<file path="src/rtl/emsd_pkg.sv">
// Shared types, widths and constants for the echo median stuck detector.
package emsd_pkg;

    localparam int DEFAULT_FRAC_BITS = 4;

    localparam int ECHO_W    = 15;
    localparam int SIDE_W    = 12;
    localparam int ELAPSED_W = 8;
    localparam int DIST_W    = 14;
    localparam int THR_W     = 10;
    localparam int LIMIT_W   = 3;
    localparam int IVL_W     = 10;
    localparam int TIME_W    = 11;
    localparam int CFG_IDX_W = 2;
    localparam int CFG_DAT_W = 10;

    localparam int IN_DATA_W  = 48;
    localparam int OUT_DATA_W = 16;

    localparam int ECHO_DIV        = 58;
    localparam int ECHO_TIMEOUT_US = 25000;
    localparam int TIMEOUT_CM      = 999;

    localparam int QUEUE_DEPTH = 2;
    localparam int QPTR_W      = $clog2(QUEUE_DEPTH);
    localparam int QCNT_W      = $clog2(QUEUE_DEPTH + 1);

    localparam logic [THR_W-1:0]   THR_RESET   = THR_W'(48);
    localparam logic [LIMIT_W-1:0] LIMIT_RESET = LIMIT_W'(2);
    localparam logic [IVL_W-1:0]   IVL_RESET   = IVL_W'(500);

    typedef enum logic [CFG_IDX_W-1:0] {
        CFG_STUCK_THRESHOLD   = 2'd0,
        CFG_STUCK_LIMIT       = 2'd1,
        CFG_CHECK_INTERVAL_MS = 2'd2
    } t_cfg_index;

    typedef struct packed {
        logic [THR_W-1:0]   stuck_threshold;
        logic [LIMIT_W-1:0] stuck_limit;
        logic [IVL_W-1:0]   check_interval_ms;
    } t_cfg;

    typedef struct packed {
        logic [DIST_W-1:0]    front_dist;
        logic [SIDE_W-1:0]    left_dist;
        logic [SIDE_W-1:0]    right_dist;
        logic [ELAPSED_W-1:0] elapsed_ms;
        logic                 nav_exempt;
    } t_item;

endpackage

</file>
<file path="src/rtl/echo_median_stuck_detector.sv">
// Top level: configuration registers and the front end, queue and back end.
//
// Takes one sensor word per clock when nothing stalls and returns one result word per
// word taken, in order. A word passes through the multiplier register, then median and
// queue write, then the stuck check into the output register. The front end and the
// stuck checker are parted by a two-entry queue, so either side may stall without
// stopping the other at once. Echo widths are converted to distance by multiplying with
// a fixed reciprocal of 58. Configuration writes are always ready and take effect the
// next cycle; write them only while the block is idle.
module echo_median_stuck_detector #(
    parameter int FRAC_BITS = emsd_pkg::DEFAULT_FRAC_BITS
) (
    input  logic                              i_clk,
    input  logic                              i_rst_n,
    input  logic                              s_axis_tvalid,
    output logic                              s_axis_tready,
    // echo_us[14:0], left_dist[26:15], right_dist[38:27], elapsed_ms[46:39], zero[47]
    input  logic [emsd_pkg::IN_DATA_W-1:0]    s_axis_tdata,
    // nav_exempt[0]
    input  logic [0:0]                        s_axis_tuser,
    output logic                              m_axis_tvalid,
    input  logic                              m_axis_tready,
    // front_dist[13:0], zero[15:14]
    output logic [emsd_pkg::OUT_DATA_W-1:0]   m_axis_tdata,
    // reverse_request[0]
    output logic [0:0]                        m_axis_tuser,
    input  logic                              i_cfg_valid,
    output logic                              o_cfg_ready,
    input  logic [emsd_pkg::CFG_IDX_W-1:0]    i_cfg_index,
    input  logic [emsd_pkg::CFG_DAT_W-1:0]    i_cfg_data
);

    emsd_pkg::t_cfg                 r_cfg;
    logic                           push_valid;
    logic                           push_ready;
    emsd_pkg::t_item                push_item;
    logic                           pop_valid;
    logic                           pop_ready;
    emsd_pkg::t_item                pop_item;
    logic [emsd_pkg::DIST_W-1:0]    front_dist;
    logic                           reverse_request;

    assign o_cfg_ready = 1'b1;

    always_ff @(posedge i_clk) begin
        if (!i_rst_n) begin
            r_cfg.stuck_threshold   <= emsd_pkg::THR_RESET;
            r_cfg.stuck_limit       <= emsd_pkg::LIMIT_RESET;
            r_cfg.check_interval_ms <= emsd_pkg::IVL_RESET;
        end else if (i_cfg_valid) begin
            case (emsd_pkg::t_cfg_index'(i_cfg_index))
                emsd_pkg::CFG_STUCK_THRESHOLD: begin
                    r_cfg.stuck_threshold <= i_cfg_data[emsd_pkg::THR_W-1:0];
                end
                emsd_pkg::CFG_STUCK_LIMIT: begin
                    r_cfg.stuck_limit <= i_cfg_data[emsd_pkg::LIMIT_W-1:0];
                end
                emsd_pkg::CFG_CHECK_INTERVAL_MS: begin
                    r_cfg.check_interval_ms <= i_cfg_data[emsd_pkg::IVL_W-1:0];
                end
                default: begin
                end
            endcase
        end
    end

    emsd_front #(
        .FRAC_BITS (FRAC_BITS)
    ) u_front (
        .i_clk        (i_clk),
        .i_rst_n      (i_rst_n),
        .i_valid      (s_axis_tvalid),
        .o_ready      (s_axis_tready),
        .i_echo_us    (s_axis_tdata[14:0]),
        .i_left_dist  (s_axis_tdata[26:15]),
        .i_right_dist (s_axis_tdata[38:27]),
        .i_elapsed_ms (s_axis_tdata[46:39]),
        .i_nav_exempt (s_axis_tuser[0]),
        .o_push_valid (push_valid),
        .i_push_ready (push_ready),
        .o_push_item  (push_item)
    );

    emsd_queue u_queue (
        .i_clk        (i_clk),
        .i_rst_n      (i_rst_n),
        .i_push_valid (push_valid),
        .o_push_ready (push_ready),
        .i_push_item  (push_item),
        .o_pop_valid  (pop_valid),
        .i_pop_ready  (pop_ready),
        .o_pop_item   (pop_item)
    );

    emsd_back u_back (
        .i_clk             (i_clk),
        .i_rst_n           (i_rst_n),
        .i_cfg             (r_cfg),
        .i_pop_valid       (pop_valid),
        .o_pop_ready       (pop_ready),
        .i_pop_item        (pop_item),
        .o_valid           (m_axis_tvalid),
        .i_ready           (m_axis_tready),
        .o_front_dist      (front_dist),
        .o_reverse_request (reverse_request)
    );

    assign m_axis_tdata = emsd_pkg::OUT_DATA_W'(front_dist);
    assign m_axis_tuser = reverse_request;

endmodule

</file>
<file path="src/rtl/emsd_front.sv">
// Front end: echo width to distance conversion and median-of-three filter.
module emsd_front #(
    parameter int FRAC_BITS = emsd_pkg::DEFAULT_FRAC_BITS
) (
    input  logic                           i_clk,
    input  logic                           i_rst_n,
    input  logic                           i_valid,
    output logic                           o_ready,
    input  logic [emsd_pkg::ECHO_W-1:0]    i_echo_us,
    input  logic [emsd_pkg::SIDE_W-1:0]    i_left_dist,
    input  logic [emsd_pkg::SIDE_W-1:0]    i_right_dist,
    input  logic [emsd_pkg::ELAPSED_W-1:0] i_elapsed_ms,
    input  logic                           i_nav_exempt,
    output logic                           o_push_valid,
    input  logic                           i_push_ready,
    output emsd_pkg::t_item                o_push_item
);

    localparam int XW  = emsd_pkg::ECHO_W + FRAC_BITS;
    localparam int K   = XW + 6;
    localparam int MW  = K - 5;
    localparam int PW  = XW + MW;
    localparam int QW  = PW - K;
    localparam logic [MW-1:0] RECIP = MW'((2 ** K + emsd_pkg::ECHO_DIV - 1) / emsd_pkg::ECHO_DIV);
    localparam int DIST_MAX  = 2 ** emsd_pkg::DIST_W - 1;
    localparam int TOUT_FULL = emsd_pkg::TIMEOUT_CM * (2 ** FRAC_BITS);
    localparam logic [emsd_pkg::DIST_W-1:0] TOUT_DIST =
        emsd_pkg::DIST_W'((TOUT_FULL > DIST_MAX) ? DIST_MAX : TOUT_FULL);

    logic                           r_s1_valid;
    logic [PW-1:0]                  r_s1_prod;
    logic                           r_s1_tout;
    logic [emsd_pkg::SIDE_W-1:0]    r_s1_left;
    logic [emsd_pkg::SIDE_W-1:0]    r_s1_right;
    logic [emsd_pkg::ELAPSED_W-1:0] r_s1_elapsed;
    logic                           r_s1_exempt;
    logic [emsd_pkg::DIST_W-1:0]    r_hist0;
    logic [emsd_pkg::DIST_W-1:0]    r_hist1;

    logic [XW-1:0]                  scaled;
    logic [PW-1:0]                  prod;
    logic [QW-1:0]                  quot;
    logic [emsd_pkg::DIST_W-1:0]    fresh;
    logic [emsd_pkg::DIST_W-1:0]    lo_ab;
    logic [emsd_pkg::DIST_W-1:0]    hi_ab;
    logic [emsd_pkg::DIST_W-1:0]    mid_c;
    logic [emsd_pkg::DIST_W-1:0]    median;
    logic                           push;

    assign scaled = XW'(i_echo_us) << FRAC_BITS;
    assign prod   = PW'(scaled) * PW'(RECIP);
    assign quot   = r_s1_prod[PW-1:K];

    always_comb begin
        if (r_s1_tout) begin
            fresh = TOUT_DIST;
        end else if (QW'(quot) > QW'(DIST_MAX)) begin
            fresh = emsd_pkg::DIST_W'(DIST_MAX);
        end else begin
            fresh = emsd_pkg::DIST_W'(quot);
        end
    end

    always_comb begin
        lo_ab  = (fresh > r_hist0) ? r_hist0 : fresh;
        hi_ab  = (fresh > r_hist0) ? fresh : r_hist0;
        mid_c  = (hi_ab > r_hist1) ? r_hist1 : hi_ab;
        median = (lo_ab > mid_c) ? lo_ab : mid_c;
    end

    assign o_ready      = !r_s1_valid || i_push_ready;
    assign o_push_valid = r_s1_valid;
    assign push         = r_s1_valid && i_push_ready;

    always_comb begin
        o_push_item.front_dist = median;
        o_push_item.left_dist  = r_s1_left;
        o_push_item.right_dist = r_s1_right;
        o_push_item.elapsed_ms = r_s1_elapsed;
        o_push_item.nav_exempt = r_s1_exempt;
    end

    always_ff @(posedge i_clk) begin
        if (!i_rst_n) begin
            r_s1_valid <= 1'b0;
            r_hist0    <= '0;
            r_hist1    <= '0;
        end else begin
            if (o_ready) begin
                r_s1_valid <= i_valid;
            end
            if (push) begin
                r_hist0 <= fresh;
                r_hist1 <= r_hist0;
            end
        end
    end

    always_ff @(posedge i_clk) begin
        if (o_ready && i_valid) begin
            r_s1_prod    <= prod;
            r_s1_tout    <= (i_echo_us == '0) ||
                            (i_echo_us > emsd_pkg::ECHO_W'(emsd_pkg::ECHO_TIMEOUT_US));
            r_s1_left    <= i_left_dist;
            r_s1_right   <= i_right_dist;
            r_s1_elapsed <= i_elapsed_ms;
            r_s1_exempt  <= i_nav_exempt;
        end
    end

endmodule

</file>
<file path="src/rtl/emsd_queue.sv">
// Small first-in first-out queue between the front end and the stuck checker.
module emsd_queue (
    input  logic            i_clk,
    input  logic            i_rst_n,
    input  logic            i_push_valid,
    output logic            o_push_ready,
    input  emsd_pkg::t_item i_push_item,
    output logic            o_pop_valid,
    input  logic            i_pop_ready,
    output emsd_pkg::t_item o_pop_item
);

    emsd_pkg::t_item                 r_mem [emsd_pkg::QUEUE_DEPTH];
    logic [emsd_pkg::QPTR_W-1:0]     r_wr_ptr;
    logic [emsd_pkg::QPTR_W-1:0]     r_rd_ptr;
    logic [emsd_pkg::QCNT_W-1:0]     r_count;
    logic [emsd_pkg::QCNT_W-1:0]     n_count;
    logic                            push;
    logic                            pop;

    assign o_push_ready = r_count != emsd_pkg::QCNT_W'(emsd_pkg::QUEUE_DEPTH);
    assign o_pop_valid  = r_count != '0;
    assign o_pop_item   = r_mem[r_rd_ptr];
    assign push         = i_push_valid && o_push_ready;
    assign pop          = o_pop_valid && i_pop_ready;

    always_comb begin
        n_count = r_count;
        if (push && !pop) begin
            n_count = r_count + 1'b1;
        end else if (pop && !push) begin
            n_count = r_count - 1'b1;
        end
    end

    always_ff @(posedge i_clk) begin
        if (!i_rst_n) begin
            r_wr_ptr <= '0;
            r_rd_ptr <= '0;
            r_count  <= '0;
        end else begin
            r_count <= n_count;
            if (push) begin
                r_wr_ptr <= (r_wr_ptr == emsd_pkg::QPTR_W'(emsd_pkg::QUEUE_DEPTH - 1)) ?
                            '0 : r_wr_ptr + 1'b1;
            end
            if (pop) begin
                r_rd_ptr <= (r_rd_ptr == emsd_pkg::QPTR_W'(emsd_pkg::QUEUE_DEPTH - 1)) ?
                            '0 : r_rd_ptr + 1'b1;
            end
        end
    end

    always_ff @(posedge i_clk) begin
        if (push) begin
            r_mem[r_wr_ptr] <= i_push_item;
        end
    end

endmodule

</file>
<file path="src/rtl/emsd_back.sv">
// Back end: interval timer, stuck check and registered result word.
module emsd_back (
    input  logic                          i_clk,
    input  logic                          i_rst_n,
    input  emsd_pkg::t_cfg                i_cfg,
    input  logic                          i_pop_valid,
    output logic                          o_pop_ready,
    input  emsd_pkg::t_item               i_pop_item,
    output logic                          o_valid,
    input  logic                          i_ready,
    output logic [emsd_pkg::DIST_W-1:0]   o_front_dist,
    output logic                          o_reverse_request
);

    localparam int SUM_W = emsd_pkg::TIME_W + 1;

    logic                           r_out_valid;
    logic [emsd_pkg::DIST_W-1:0]    r_out_front;
    logic                           r_out_rev;
    logic [emsd_pkg::DIST_W-1:0]    r_last_front;
    logic [emsd_pkg::SIDE_W-1:0]    r_last_left;
    logic [emsd_pkg::SIDE_W-1:0]    r_last_right;
    logic [emsd_pkg::LIMIT_W-1:0]   r_count;
    logic [emsd_pkg::TIME_W-1:0]    r_time;

    logic [emsd_pkg::LIMIT_W-1:0]   n_count;
    logic [emsd_pkg::TIME_W-1:0]    n_time;
    logic                           n_rev;
    logic [SUM_W-1:0]               time_sum;
    logic [emsd_pkg::TIME_W-1:0]    time_sat;
    logic                           check;
    logic [emsd_pkg::DIST_W-1:0]    d_front;
    logic [emsd_pkg::SIDE_W-1:0]    d_left;
    logic [emsd_pkg::SIDE_W-1:0]    d_right;
    logic                           still;
    logic [emsd_pkg::LIMIT_W-1:0]   cnt_step;
    logic                           take;

    assign o_pop_ready       = !r_out_valid || i_ready;
    assign take              = i_pop_valid && o_pop_ready;
    assign o_valid           = r_out_valid;
    assign o_front_dist      = r_out_front;
    assign o_reverse_request = r_out_rev;

    always_comb begin
        time_sum = SUM_W'(r_time) + SUM_W'(i_pop_item.elapsed_ms);
        time_sat = time_sum[SUM_W-1] ? '1 : time_sum[emsd_pkg::TIME_W-1:0];
        check    = time_sat > emsd_pkg::TIME_W'(i_cfg.check_interval_ms);

        d_front = (i_pop_item.front_dist > r_last_front) ?
                  i_pop_item.front_dist - r_last_front : r_last_front - i_pop_item.front_dist;
        d_left  = (i_pop_item.left_dist > r_last_left) ?
                  i_pop_item.left_dist - r_last_left : r_last_left - i_pop_item.left_dist;
        d_right = (i_pop_item.right_dist > r_last_right) ?
                  i_pop_item.right_dist - r_last_right : r_last_right - i_pop_item.right_dist;
        still   = (d_front < emsd_pkg::DIST_W'(i_cfg.stuck_threshold)) &&
                  (d_left  < emsd_pkg::SIDE_W'(i_cfg.stuck_threshold)) &&
                  (d_right < emsd_pkg::SIDE_W'(i_cfg.stuck_threshold));

        if (still) begin
            cnt_step = (r_count == '1) ? r_count : r_count + 1'b1;
        end else begin
            cnt_step = '0;
        end

        n_count = r_count;
        n_rev   = 1'b0;
        n_time  = time_sat;
        if (check) begin
            n_time = '0;
            if (!i_pop_item.nav_exempt) begin
                if (cnt_step >= i_cfg.stuck_limit) begin
                    n_rev   = 1'b1;
                    n_count = '0;
                end else begin
                    n_count = cnt_step;
                end
            end
        end
    end

    always_ff @(posedge i_clk) begin
        if (!i_rst_n) begin
            r_out_valid  <= 1'b0;
            r_last_front <= '0;
            r_last_left  <= '0;
            r_last_right <= '0;
            r_count      <= '0;
            r_time       <= '0;
        end else begin
            if (o_pop_ready) begin
                r_out_valid <= i_pop_valid;
            end
            if (take) begin
                r_count <= n_count;
                r_time  <= n_time;
                if (check) begin
                    r_last_front <= i_pop_item.front_dist;
                    r_last_left  <= i_pop_item.left_dist;
                    r_last_right <= i_pop_item.right_dist;
                end
            end
        end
    end

    always_ff @(posedge i_clk) begin
        if (take) begin
            r_out_front <= i_pop_item.front_dist;
            r_out_rev   <= n_rev;
        end
    end

endmodule

</file>
<file path="config.mk">
export PLATFORM = sky130hd
export DESIGN_NAME = echo_median_stuck_detector
export DESIGN_NICKNAME = d
export VERILOG_FILES = /design/src/rtl/emsd_pkg.sv /design/src/rtl/echo_median_stuck_detector.sv /design/src/rtl/emsd_front.sv /design/src/rtl/emsd_queue.sv /design/src/rtl/emsd_back.sv
export SDC_FILE = /design/constraint.sdc
export NUM_CORES = 1
export LEC_CHECK = 0
export BUFFER_PORTS_ARGS = -buffer_cell sky130_fd_sc_hd__buf_2
export CAP_MARGIN = 30
export CORE_MARGIN = 2
export CORE_UTILIZATION = 27
export CTS_CLUSTER_SIZE = 12
export DETAILED_ROUTE_END_ITERATION = 8
export PLACE_DENSITY = 0.42
export SLEW_MARGIN = 20
export SYNTH_ARGS = -nofsm -noshare
export SYNTH_HDL_FRONTEND = slang
export SYNTH_SLANG_ARGS = --single-unit
</file>
<file path="constraint.sdc">
create_clock -name i_clk -period 6.4 [get_ports i_clk]
set_input_delay 0 -clock i_clk [delete_from_list [all_inputs] [get_ports i_clk]]
set_output_delay 0 -clock i_clk [all_outputs]
set_load 0.05 [all_outputs]
</file>
==> results.md, run 1 <==
* Status: complete, but fails checks
* Failing checks: setup timing
* Ratio of routed vias to standard cells at between 4 and 5
* Sort of element at the start of the critical path: flip-flop
* Total number of yosys warnings at 0
* Core Box Area at 76200 sq um
* Signal arrival time at the worst endpoint at a little under 7 ns
* Library cell used as clock root buffer: clkbuf_16
* Number of DRC markers after the initial detailed-route iteration at between 600 and 700
* Static leakage at about 11 nW
* Via count at ~16000
* H-tree depth at 2
* Logic gate share of total power at 66.3%
* ANT nets after route at 0
* Largest family of logic cells by synthesized area: adder cells
* Kind of critical path: flip-flop to flip-flop
* Maximum buffer depth of the clock tree at 3
* Placed wire-length estimate after detailed placement at 43760 um
* Cell Pwr Density at 496.7 nW/um^2
* IR drop worst, VDD at between 0.2 and 0.25 mV
* Setup violation total in the final timing report at 2
* Synth Area in XOR/XNOR at 2.097%
* TritonCTS Buffers at 35
* Cell Area, Synth at 20880 sq um
* Routed wirelength normalized by instance count at approximately 16 um
* Post-synthesis instance total at 2110
* Pre-antenna DRT Iters at 5
* Die X-Extent at 282.1 um
* Cells after DPL at 3329
* Maximum number of pins on one net before global-route repair at 80
* Unique masters post-synth at 84
* Maximum capacitance violations at 0
* Required time at the endpoint of the critical path at 6.69 ns
* Global-route met1 utilization at 18.66%
* Area after detailed placement at 23740 sq um
* Longest individual stage delay on the worst path at 0.51 ns
* Fill cell instance count of the final layout at 7698
* Unrepaired setup endpoints after global routing: true
* Crit path setup slack, layout at -0.04224 ns
* Count of non-filler cells in the finished layout at 3499
* Clock tree from TritonCTS: yes
* DRC at 0
* Hold path cells at 3
* Final Net Count at 2919
* Mux cell area share after synthesis at 4.463%
* Main synth FF type: edfxtp_1
* Hold Crit Class: input pin to flip-flop
* Layout Skew at approximately 0.033 ns
* Met2 usage at between 20 and 30%
* Number of primary I/O pins at 86
* Initial antenna violation count at 4
* Final design instance area without fill at 26620 sq um
* Crit share post-route at 100.7%
* Vertical die dimension at approximately 280 um
* Adder and majority cell fraction of the synthesized area at 28.60%
* Clock network fraction of design power at 15.5%
* Area taken by flip-flops and latches at 6920 sq um
* Worst Setup Slack post-DPL at -0.3121 ns
* Via count of the first global-routing pass at 16660
* Mean post-synth cell area at between 9 and 10 sq um
* Type of destination of the critical path: flip-flop
* Tightest slew margin relative to the limit at about 48%
* Fraction of registers with async set/reset at 0%
* Actual transition at the worst max-transition pin at 0.7799 ns
* Share of synthesized cell area in and, or, nand and nor gates at 10.69%
* Clock edge transition at the registers on the reported setup and hold paths at 0.06 ns
* Share of the synthesized area in compound gates (AO/OA/AOI/OAI) at 14.11%
* Crit path top cell by count: a21o_1
* Flip-flop and latch count after synthesis at ~270
* Minimum clock period at ~6.4 ns
* Wire length of the first global-routing pass at 91020 um
* Critical Path Slowest Stage Cell: or4_4
* GPL Wtd Cong at 0.8613
* Maximum clock rate at approximately 160 MHz
* Internal power of the cells at 7.654 mW
* Later-pin clock latency in the skew report at 0.56 ns
* Sw Pwr at 5.566 mW
* Max-slew violation count at 0
* Initial Utilization at 27.41%
* Busiest metal layer after global routing: met2
* Gr usage total at between 10% and 20%
* Proportion of total power due to net switching at 42.10%
* Share of final-layout standard cells stronger than drive strength 1 at 20.95%
* Sink Count at 267
* EDFF count, synth at approximately 160
* Number of placement rows at ~100
* Drt total wl at ~57000 um
* Total power after layout at 13.22 mW
* Total of buffers placed on input and output ports at approximately 80
* GRT Residual Overflow at 0
* Share of the yosys chip area belonging to registers at 33.12%
* Hold violation total from the final report at 0
* Area of combinational cells with multiple inputs at 13260 sq um
* Critical path fanouts, max at 6
* Fraction of power consumed by sequential logic at 18.2%
* Growth of design area from synthesis to finish at 27.45%
* Path depth of the worst reg2reg path at 30
* Met3 Resource Use GR at 1.801%
* Total Die Area at 79590 sq um
-- flip-flops by register name (all words and copies together) (netlist names), 2 cells and up, named ones only --
name                  cells
r_cfg                    23
u_back.o_front_dist      14
u_back.r_count            3
u_back.r_last_front      14
u_back.r_last_left       12
u_back.r_last_right      12
u_back.r_time            11
u_front.r_hist0          14
u_front.r_hist1          14
u_front.r_s1_elapsed      8
u_front.r_s1_left        12
u_front.r_s1_prod        14
u_front.r_s1_right       12
u_queue.r_count           2
u_queue.r_mem            94
-- final cells by class --
| class | count | area share (%) |
|---|---|---|
| Tap cell | 1030 | 4.842 |
| Multi-Input combinational cell | 1481 | 49.81 |
| Antenna cell | 1 | 0.009402 |
| Clock buffer | 45 | 3.587 |
| Inverter | 286 | 4.038 |
| Timing Repair Buffer | 370 | 10.78 |
| Sequential cell | 267 | 26.00 |
| Clock inverter | 19 | 0.9308 |
-- worst max-delay path, delay by kind of cell (launching register included) --
family	cells	cell delay [ns]
multiplexers	2	0.41
adder cells (fa/ha/maj)	4	1.02
AND/OR/NAND/NOR	6	1.05
flip-flops	1	0.37
AO/OA/AOI/OAI	11	2.31
buffers and inverters	6	0.75
XOR/XNOR	1	0.26
-- cells in the final DEF (no fill, tap or decap), types with 7 or more instances in the layout --
cell,Yosys,final
fa_1,109,107
nor3_1,16,15
dlygate4sd3_1,0,54
buf_2,17,81
clkbuf_16,0,36
nor2b_1,19,17
buf_4,12,212
buf_6,0,12
ha_4,0,7
nand2b_1,12,11
xnor2_1,30,30
nand4_1,21,21
nand3_1,36,36
a21oi_1,139,133
nor4_1,10,8
clkbuf_1,46,7
o21a_1,17,17
inv_1,285,283
and3_1,12,10
ha_1,303,290
xor2_1,20,18
nor2_1,161,155
mux2_2,25,20
nand2_1,146,142
mux2i_2,0,14
a21o_1,32,32
dfxtp_1,110,109
o21ai_1,4,16
edfxtp_1,157,157
mux2i_1,65,45
buf_12,0,8
o211ai_1,23,23
o21ai_0,68,55
a211oi_1,56,54
or2_2,8,8
o21bai_1,10,8
a31oi_1,13,13
-- path summary, 6_finish.rpt --
path                            slack (ns)                     startpoint                                      to
worst max-delay path                 -0.04                      flip-flop  u_back.o_reverse_request$_SDFFCE_PP0P_
worst min-delay path                  0.10               s_axis_tdata[14]         u_front.r_s1_prod[38]$_DFFE_PP_
worst max register to register       -0.04                      flip-flop  u_back.o_reverse_request$_SDFFCE_PP0P_
worst min register to register        0.44  u_front.r_s1_exempt$_DFFE_PP_           u_queue.r_mem[1][0]$_DFFE_PP_
-- stage by stage --
stage / utilization (%) / setup TNS [ns] / hold WS (ns)
final: 34.93 / -0.06594 / 0.1037
after global routing: 34.93 / -4.251 / 0.09291
after CTS: 34.13 / -0.1237 / 0.06356
after detailed placement: 31.15 / -7.632 / 0.1786
after global placement: 31.12 / -4.132 / 0.1764
after floorplan: - / 0 / 0.09887
-- synthesized netlist by cell type (46+ instances only) --
cell | number | area (sq um)
a211oi_1 | 56 | 420.4
a21oi_1 | 139 | 695.7
clkbuf_1 | 46 | 172.7
dfxtp_1 | 110 | 2202
edfxtp_1 | 157 | 4715
fa_1 | 109 | 2182
ha_1 | 303 | 3791
inv_1 | 285 | 1070
mux2i_1 | 65 | 650.6
nand2_1 | 146 | 548.0
nor2_1 | 161 | 604.3
o21ai_0 | 68 | 340.3
-- logic make-up after synthesis --
kind of cell | count (synthesis)
XOR/XNOR | 50
AND/OR/NAND/NOR | 481
other | 2
buffers and inverters | 365
adder cells (fa/ha/maj) | 412
multiplexers | 90
AO/OA/AOI/OAI | 443
flip-flops | 267
-- timing repair --
item / 4_1_cts / 5_1_grt
cloned: 3 / 0
buffers inserted: 30 / 18
hold buffers: 54 / 0
hold endpoints to repair: 60 / 0
setup endpoints to repair: 32 / 32
pin swaps: 37 / 64
resized for setup: 67 / 83
-- power by group through the flow --
stage	Sequential [mW]	Clock [mW]	Combinational, mW
5_1_grt	2.44	2.19	9.85
2_1_floorplan	2.55	0	5.25
3_3_place_gp	2.44	0	7.75
3_5_place_dp	2.43	0	7.89
6_report	2.40	2.05	8.77
4_1_cts	2.41	2.13	8.38
-- per-layer routing --
layer / routed length [um] / part of all wire [%]
met5: 16 / 0.028
met4: 1448 / 2.5
met3: 1980 / 3.5
met2: 27340 / 48
met1: 26280 / 46
No activity file was read; power rests on OpenSTA's default activity.
==> run 2, diff against run 1 <==
--- a/config.mk
+++ b/config.mk
@@ -15,4 +15,5 @@
 export SLEW_MARGIN = 20
 export SYNTH_ARGS = -nofsm -noshare
 export SYNTH_HDL_FRONTEND = slang
+export SYNTH_HIERARCHICAL = 1
 export SYNTH_SLANG_ARGS = --single-unit
==> run 2 against run 1 <==
The run still ends with setup timing left. Via count is 3.6% higher. Register-to-register slack worse by 0.40 ns. Hold slack better by 0.012 ns. Worst setup slack worse by 0.40 ns. Area after synthesis is 2.8% higher. Cell count is 3.4% higher. Die area is 2.8% higher. Critical path type unchanged. Critical endpoint is now u_back/r_count[2]$_SDFFE_PN0P_. Largest cell class unchanged. Highest routed layer unchanged.
==> results.md, run 2 <==
* H-tree depth at 2
* Growth of design area from synthesis to finish at 26.09%
* Vertical die dimension at 286.0 um
* Total of buffers placed on input and output ports at 81
* EDFF count, synth at 157
* Placed wire-length estimate after detailed placement at 45910 um
* Library cell used as clock root buffer: clkbuf_16
* Flip-flop and latch count after synthesis at 267
* Fill cell instance count of the final layout at between 8000 and 9000
* Most frequently used cell type in the post-synthesis netlist: inv_1
* Later-pin clock latency in the skew report at 0.54 ns
* Area share of the largest cell type after synthesis at 21.95%
* Critical path fanouts, max at 4
* Final design instance area without fill at approximately 27000 sq um
* Maximum buffer depth of the clock tree at 3
* Die X-Extent at roughly 290 um
* Cell types occupying the most area after synthesis: edfxtp_1 22%, ha_1 18%, dfxtp_1 10%
* Unrepaired setup endpoints after global routing: true
* Cell Pwr Density at between 400 and 500 nW/um^2
* Gr usage total at 14.50%
* GPL Wtd Cong at ~0.86
* Static leakage at between 10 and 15 nW
* Family of cells with the greatest summed delay on the critical path: compound AO/OA/AOI/OAI gates
* Sort of element at the start of the critical path: flip-flop
* DRC at 0
* Minimum clock period at 6.838 ns
* Hold violation total from the final report at 0
* Final Net Count at 3020
* Number of placement rows at just over 100
* Layout Skew at ~0.025 ns
* Post-synthesis instance total at 2183
* ANT nets after route at 0
* Most frequent standard cell in the layout excluding fill and tap cells: inv_1
* Share of final-layout standard cells stronger than drive strength 1 at 21.35%
* Buffers plus inverters on the worst setup path at 3
* Total Die Area at 81810 sq um
* TritonCTS Buffers at 34
* Setup violation total in the final timing report at 4
* Actual transition at the worst max-transition pin at a little over 1 ns
* Fin util at 34.33%
* Register bank with the most flops: u_queue/r_mem
* Crit path top cell by count: a21oi_2
* Signal arrival time at the worst endpoint at ~7.3 ns
* Pre-antenna DRT Iters at 8
* Fraction of registers with async set/reset at 0%
* Area after detailed placement at 24750 sq um
* Total number of yosys warnings at 6
* IR drop worst, VDD at slightly below 0.2 mV
* Status: complete, but fails checks
* Maximum number of pins on one net before global-route repair at 68
* Unique masters post-synth at 83
* Via count of the first global-routing pass at 17620
* Cell Area, Synth at 21470 sq um
* Drt total wl at a little under 60000 um
* Core Box Area at 78870 sq um
* Maximum capacitance violations at 0
* Largest area contributor in the netlist: edfxtp_1
* Clock edge transition at the registers on the reported setup and hold paths at ~0.060 ns
* GRT Residual Overflow at 0
* Critical Path Slowest Stage Cell: or4_4
* Worst Setup Slack post-DPL at -0.8639 ns
* Crit share post-route at 106.8%
* Clock tree from TritonCTS: yes
* Hold Crit Class: input pin to flip-flop
* Mean post-synth cell area at 9.837 sq um
* Ratio of routed vias to standard cells at between 4 and 5
* Share of the yosys chip area belonging to registers at 32.21%
* Max-slew violation count at 0
* Antenna fix cells at 0
* Via count at 16602
* Largest register FFs at 94
* Most used standard cells in the synthesized netlist: 312 x inv_1, 303 x ha_1, 232 x nand2_1
* Required time at the endpoint of the critical path at ~6.9 ns
* Crit path setup slack, layout at -0.4383 ns
* Number of primary I/O pins at 86
* Type of destination of the critical path: flip-flop
* Kind of critical path: flip-flop to flip-flop
* Biggest regs: u_queue/r_mem (94), r_cfg (23)
* Tightest slew margin relative to the limit at between 30% and 40%
* Longest individual stage delay on the worst path at 0.54 ns
* Wire length of the first global-routing pass at 94720 um
* Initial Utilization at 27.23%
* Routed wirelength normalized by instance count at 16.42 um
* Commonest cells after routing, fill and taps aside: 307 x inv_1, 297 x ha_1, 256 x buf_4, 230 x nand2_1, 157 x edfxtp_1
* Maximum clock rate at 146.2 MHz
* Sink Count at around 270
* Initial antenna violation count at 2
* Main synth FF type: edfxtp_1
* Number of DRC markers after the initial detailed-route iteration at just over 700
* Failing checks: setup timing
==> run 2: area by class of cell <==
cell class	instances	area, sq um	share of cell area (%)
multi-input cells	1523	13400	49.49
flip-flops and latches	267	6920	25.56
repair buffers	403	3094	11.43
well taps	1050	1314	4.852
inverters	313	1175	4.339
clock buffers	45	933.4	3.447
clock inverters	16	240.2	0.8872
==> run 2: stage by stage <==
stage / total power [mW] / setup TNS [ns] / hold WS [ns] / cells
finish: 13.52 / -1.455 / 0.1154 / 3617
global route: 14.80 / -2.962 / 0.1416 / 3617
CTS: 13.46 / -1.831 / 0.09386 / 3595
detailed placement: 11.14 / -4.349 / 0.1781 / 3473
global placement: 11.06 / -2.747 / 0.1797 / 3472
floorplan: 8.133 / -1.252 / 0.09887 / 2184
==> run 2: worst paths after layout <==
check / start / slack, ns / cells past startpoint / to
setup / recovery: flip-flop / -0.44 / 32 / u_back/r_count[2]$_SDFFE_PN0P_
hold reg to reg: u_front/r_s1_left[0]$_DFFE_PP_ / 0.44 / 0 / u_queue/r_mem[1][21]$_DFFE_PP_
hold / removal: s_axis_tdata[14] / 0.12 / 3 / u_front/r_s1_prod[38]$_DFFE_PP_
setup reg to reg: flip-flop / -0.44 / 32 / u_back/r_count[2]$_SDFFE_PN0P_
==> run 2: logic make-up (layout without fill, tap and decap cells) <==
| kind of cell | Yosys count | count (layout) | share of synthesized area [%] |
|---|---|---|---|
| xor+xnor | 56 | 56 | 2.284 |
| other cells | 2 | 3 | 0.03497 |
| compound gates | 477 | 477 | 15.03 |
| simple gates | 475 | 475 | 10.46 |
| flops | 267 | 267 | 32.21 |
| mux | 100 | 100 | 4.976 |
| fa+ha+maj | 412 | 412 | 27.82 |
| buf+inv | 394 | 777 | 7.190 |
==> run 2: what timing repair did <==
action                     4_1_cts  5_1_grt
buffers inserted                 7       21
cloned                           0        1
hold buffers                    54        0
pin swaps                       18       22
hold endpoints to repair        58        0
gates resized for setup         42       44
setup endpoints to repair       30       32
==> run 2: worst reg2reg max path: cells and delay by family, from the launching register on <==
kind | cells | cell delay, ns
AOI/OAI and AO/OA | 16 | 2.88
and+or+nand+nor | 8 | 1.87
adders and majority gates | 3 | 0.79
DFF | 1 | 0.41
buffers and inverters | 3 | 0.37
muxes | 1 | 0.32
xor gates and xnor gates | 1 | 0.14
==> run 2: metal layers <==
layer	vias to the layer above	track usage [%]	part of all wire, %
met5	-	0	0.022
met1	7994	18.35	45
met4	2	3.796	2.2
met3	74	2.018	3.0
li1	8286	-	-
met2	246	25.77	50
==> run 2: where the power goes <==
group	internal (mW)	leakage [nW]	switching, mW
Combinational	4.11	9.00	4.98
Sequential	2.28	2.37	0.117
Clock	1.27	0.578	0.758
==> run 3, diff against run 2 <==
--- a/config.mk
+++ b/config.mk
@@ -7,11 +7,13 @@
 export LEC_CHECK = 0
 export BUFFER_PORTS_ARGS = -buffer_cell sky130_fd_sc_hd__buf_2
 export CAP_MARGIN = 30
-export CORE_MARGIN = 2
+export CELL_PAD_IN_SITES_DETAIL_PLACEMENT = 1
+export CELL_PAD_IN_SITES_GLOBAL_PLACEMENT = 1
+export CORE_MARGIN = 10
 export CORE_UTILIZATION = 27
 export CTS_CLUSTER_SIZE = 12
 export DETAILED_ROUTE_END_ITERATION = 8
-export PLACE_DENSITY = 0.42
+export PLACE_DENSITY = 0.5
 export SLEW_MARGIN = 20
 export SYNTH_ARGS = -nofsm -noshare
 export SYNTH_HDL_FRONTEND = slang
==> run 3 against run 2 <==
The run still ends with setup timing left. Largest cell class unchanged. Critical path type unchanged. Wire length increased by 8.3%. Sequential power hardly changed. First-iteration DRC count fell by 19%. Hold slack lost 0.091 ns. Clock power fell by 7%. Largest power group unchanged. Via count rose by 2.0%. Register-to-register slack lost 0.26 ns. Cell area is 0.90% higher. Critical endpoint is now u_back/r_count[1]$_SDFFE_PN0P_. Worst setup slack got worse by 0.26 ns. Count of clock-buffer cells in the layout grew 2.
==> results.md, run 3 (synthesized netlist as in run 2, its figures left out) <==
* Sink Count at 267
* Minimum clock period at roughly 7.1 ns
* Commonest cells after routing, fill and taps aside: 303 x inv_1, 294 x ha_1, 260 x buf_4, 227 x nand2_1, 157 x edfxtp_1
* Largest register FFs at 94
* Most frequent standard cell in the layout excluding fill and tap cells: inv_1
* Type of destination of the critical path: flip-flop
* Setup violation total in the final timing report at 4
* Fraction of power consumed by sequential logic at approximately 18%
* Sw Pwr at 6.079 mW
* Core Box Area at 78870 sq um
* Hold Crit Class: input pin to flip-flop
* Failing checks: setup timing
* Slack of the worst reg-to-reg path at -0.70 ns
* Longest individual stage delay on the worst path at roughly 0.55 ns
* Status: complete, but fails checks
* Area of combinational cells with multiple inputs at 13570 sq um
* Initial Utilization at 27.23%
* Placed wire-length estimate after detailed placement at 50140 um
* Cell Pwr Density at around 500 nW/um^2
* Logic gate share of total power at 68.6%
* Clock network fraction of design power at roughly 14%
* Vertical die dimension at 302.0 um
* Post-Route Hold Slack at ~0.024 ns
* GPL Wtd Cong at 0.8756
* Number of primary I/O pins at 86
* Critical path fanouts, max at 13
* Share of final-layout standard cells stronger than drive strength 1 at 23.00%
* ANT nets after route at 0
* DRC at 0
* Kind of critical path: flip-flop to flip-flop
* Antenna fix cells at 0
* Number of DRC markers after the initial detailed-route iteration at about 570
* Fill cell instance count of the final layout at between 9000 and 10000
* GRT Residual Overflow at 0
* Required time at the endpoint of the critical path at between 6 and 7 ns
* Later-pin clock latency in the skew report at between 0.5 and 0.6 ns
* Setup TNS at -2.389 ns
* Clock tree from TritonCTS: yes
* Pre-antenna DRT Iters at 4
* Total of buffers placed on input and output ports at approximately 80
* Wire length of the first global-routing pass at 101700 um
* Maximum number of pins on one net before global-route repair at 63
* Tightest slew margin relative to the limit at 38.24%
* Max-slew violation count at 0
* Static leakage at 11.98 nW
* Crit share post-route at 111.0%
* Register bank with the most flops: u_queue/r_mem
* Maximum clock rate at 140.8 MHz
* Die X-Extent at about 300 um
* Growth of design area from synthesis to finish at 27.23%
* Initial antenna violation count at 2
* Maximum buffer depth of the clock tree at 3
* Clock edge transition at the registers on the reported setup and hold paths at 0.07 ns
* Critical Path Slowest Stage Cell: or4_4
* Routed wirelength normalized by instance count at 17.70 um
* Hold violation total from the final report at 0
* Layout Skew at around 0.026 ns
* Biggest regs: u_queue/r_mem (94), r_cfg (23)
* Library cell used as clock root buffer: clkbuf_16
* Drt total wl at 64310 um
* IR drop worst, VDD at 0.2157 mV
* Signal arrival time at the worst endpoint at 7.58 ns
* Gr usage total at 13.90%
* TritonCTS Buffers at 34
* Sort of element at the start of the critical path: flip-flop
* Total Die Area at between 90000 and 100000 sq um
* H-tree depth at 2
* Maximum capacitance violations at 0
* Worst Setup Slack post-DPL at -0.9939 ns
* Internal power of the cells at 7.629 mW
* Cells after DPL at approximately 3500
* Count of non-filler cells in the finished layout at 3633
* Via count at between 15000 and 20000
* Final Net Count at 3036
* Unrepaired setup endpoints after global routing: true
* Proportion of total power due to net switching at 44.35%
* Via count of the first global-routing pass at between 15000 and 20000
* Crit path setup slack, layout at -0.7018 ns
* Ratio of routed vias to standard cells at 4.663
* Actual transition at the worst max-transition pin at 0.9253 ns
* Number of placement rows at 103
* Area taken by flip-flops and latches at 6920 sq um
==> run 3: layout make-up <==
type / instances / share of cell area, %
Tap cell: 1050 / 4.809
Inverter: 313 / 4.309
Clock buffer: 47 / 3.444
Clock inverter: 14 / 0.5129
Sequential cell: 267 / 25.33
Multi-Input combinational cell: 1523 / 49.66
Timing Repair Buffer: 419 / 11.93
==> run 3: worst paths after layout <==
| check | cells past startpoint | end | start |
|---|---|---|---|
| hold / removal | 2 | u_front/r_hist0[12]$_SDFFE_PN0P_ | i_rst_n |
| hold reg to reg | 0 | u_queue/r_mem[0][28]$_DFFE_PP_ | u_front/r_s1_left[7]$_DFFE_PP_ |
| setup reg to reg | 36 | u_back/r_count[1]$_SDFFE_PN0P_ | flip-flop |
| setup / recovery | 36 | u_back/r_count[1]$_SDFFE_PN0P_ | flip-flop |
==> run 3: routing by layer <==
layer / GRT usage (%) / routed length [um] / up-vias
li1: - / - / 8302
met1: 16.93 / 28390 / 8372
met2: 25.23 / 32640 / 174
met3: 1.916 / 1615 / 90
met4: 3.843 / 1645 / 2
met5: 0 / 14 / -
==> run 3: power groups by stage <==
stage,clock network [mW],registers (mW),logic [mW]
final,1.89,2.40,9.41
after global routing,2.04,2.43,10.6
after CTS,1.98,2.40,9.21
after detailed placement,0,2.44,8.90
after global placement,0,2.43,8.72
after floorplan,0,2.54,5.59
==> run 3: worst max-delay path, delay by kind of cell (launching register included) <==
family / cells / cell delay, ns
AND/OR/NAND/NOR: 12 / 2.53
AO/OA/AOI/OAI: 12 / 1.79
adder cells (fa/ha/maj): 4 / 1.15
buffers and inverters: 6 / 0.69
flip-flops: 1 / 0.39
multiplexers: 1 / 0.34
XOR/XNOR: 1 / 0.13
==> run 3: stage by stage <==
| step | instance area, sq um | util (%) | power, mW |
|---|---|---|---|
| final | 27320 | 34.64 | 13.71 |
| after global placement | 24780 | 31.42 | 11.15 |
| after detailed placement | 24800 | 31.44 | 11.34 |
| after floorplan | 21560 | - | 8.133 |
| after CTS | 26750 | 33.92 | 13.59 |
| after global routing | 27320 | 34.64 | 15.05 |
==> run 3: repair_timing <==
action	CTS	global route
hold endpoints to repair	58	0
resized for setup	39	100
cloned	0	3
hold buffers	54	0
buffers inserted	18	18
endpoints found under the setup margin	32	32
pin swaps	29	55
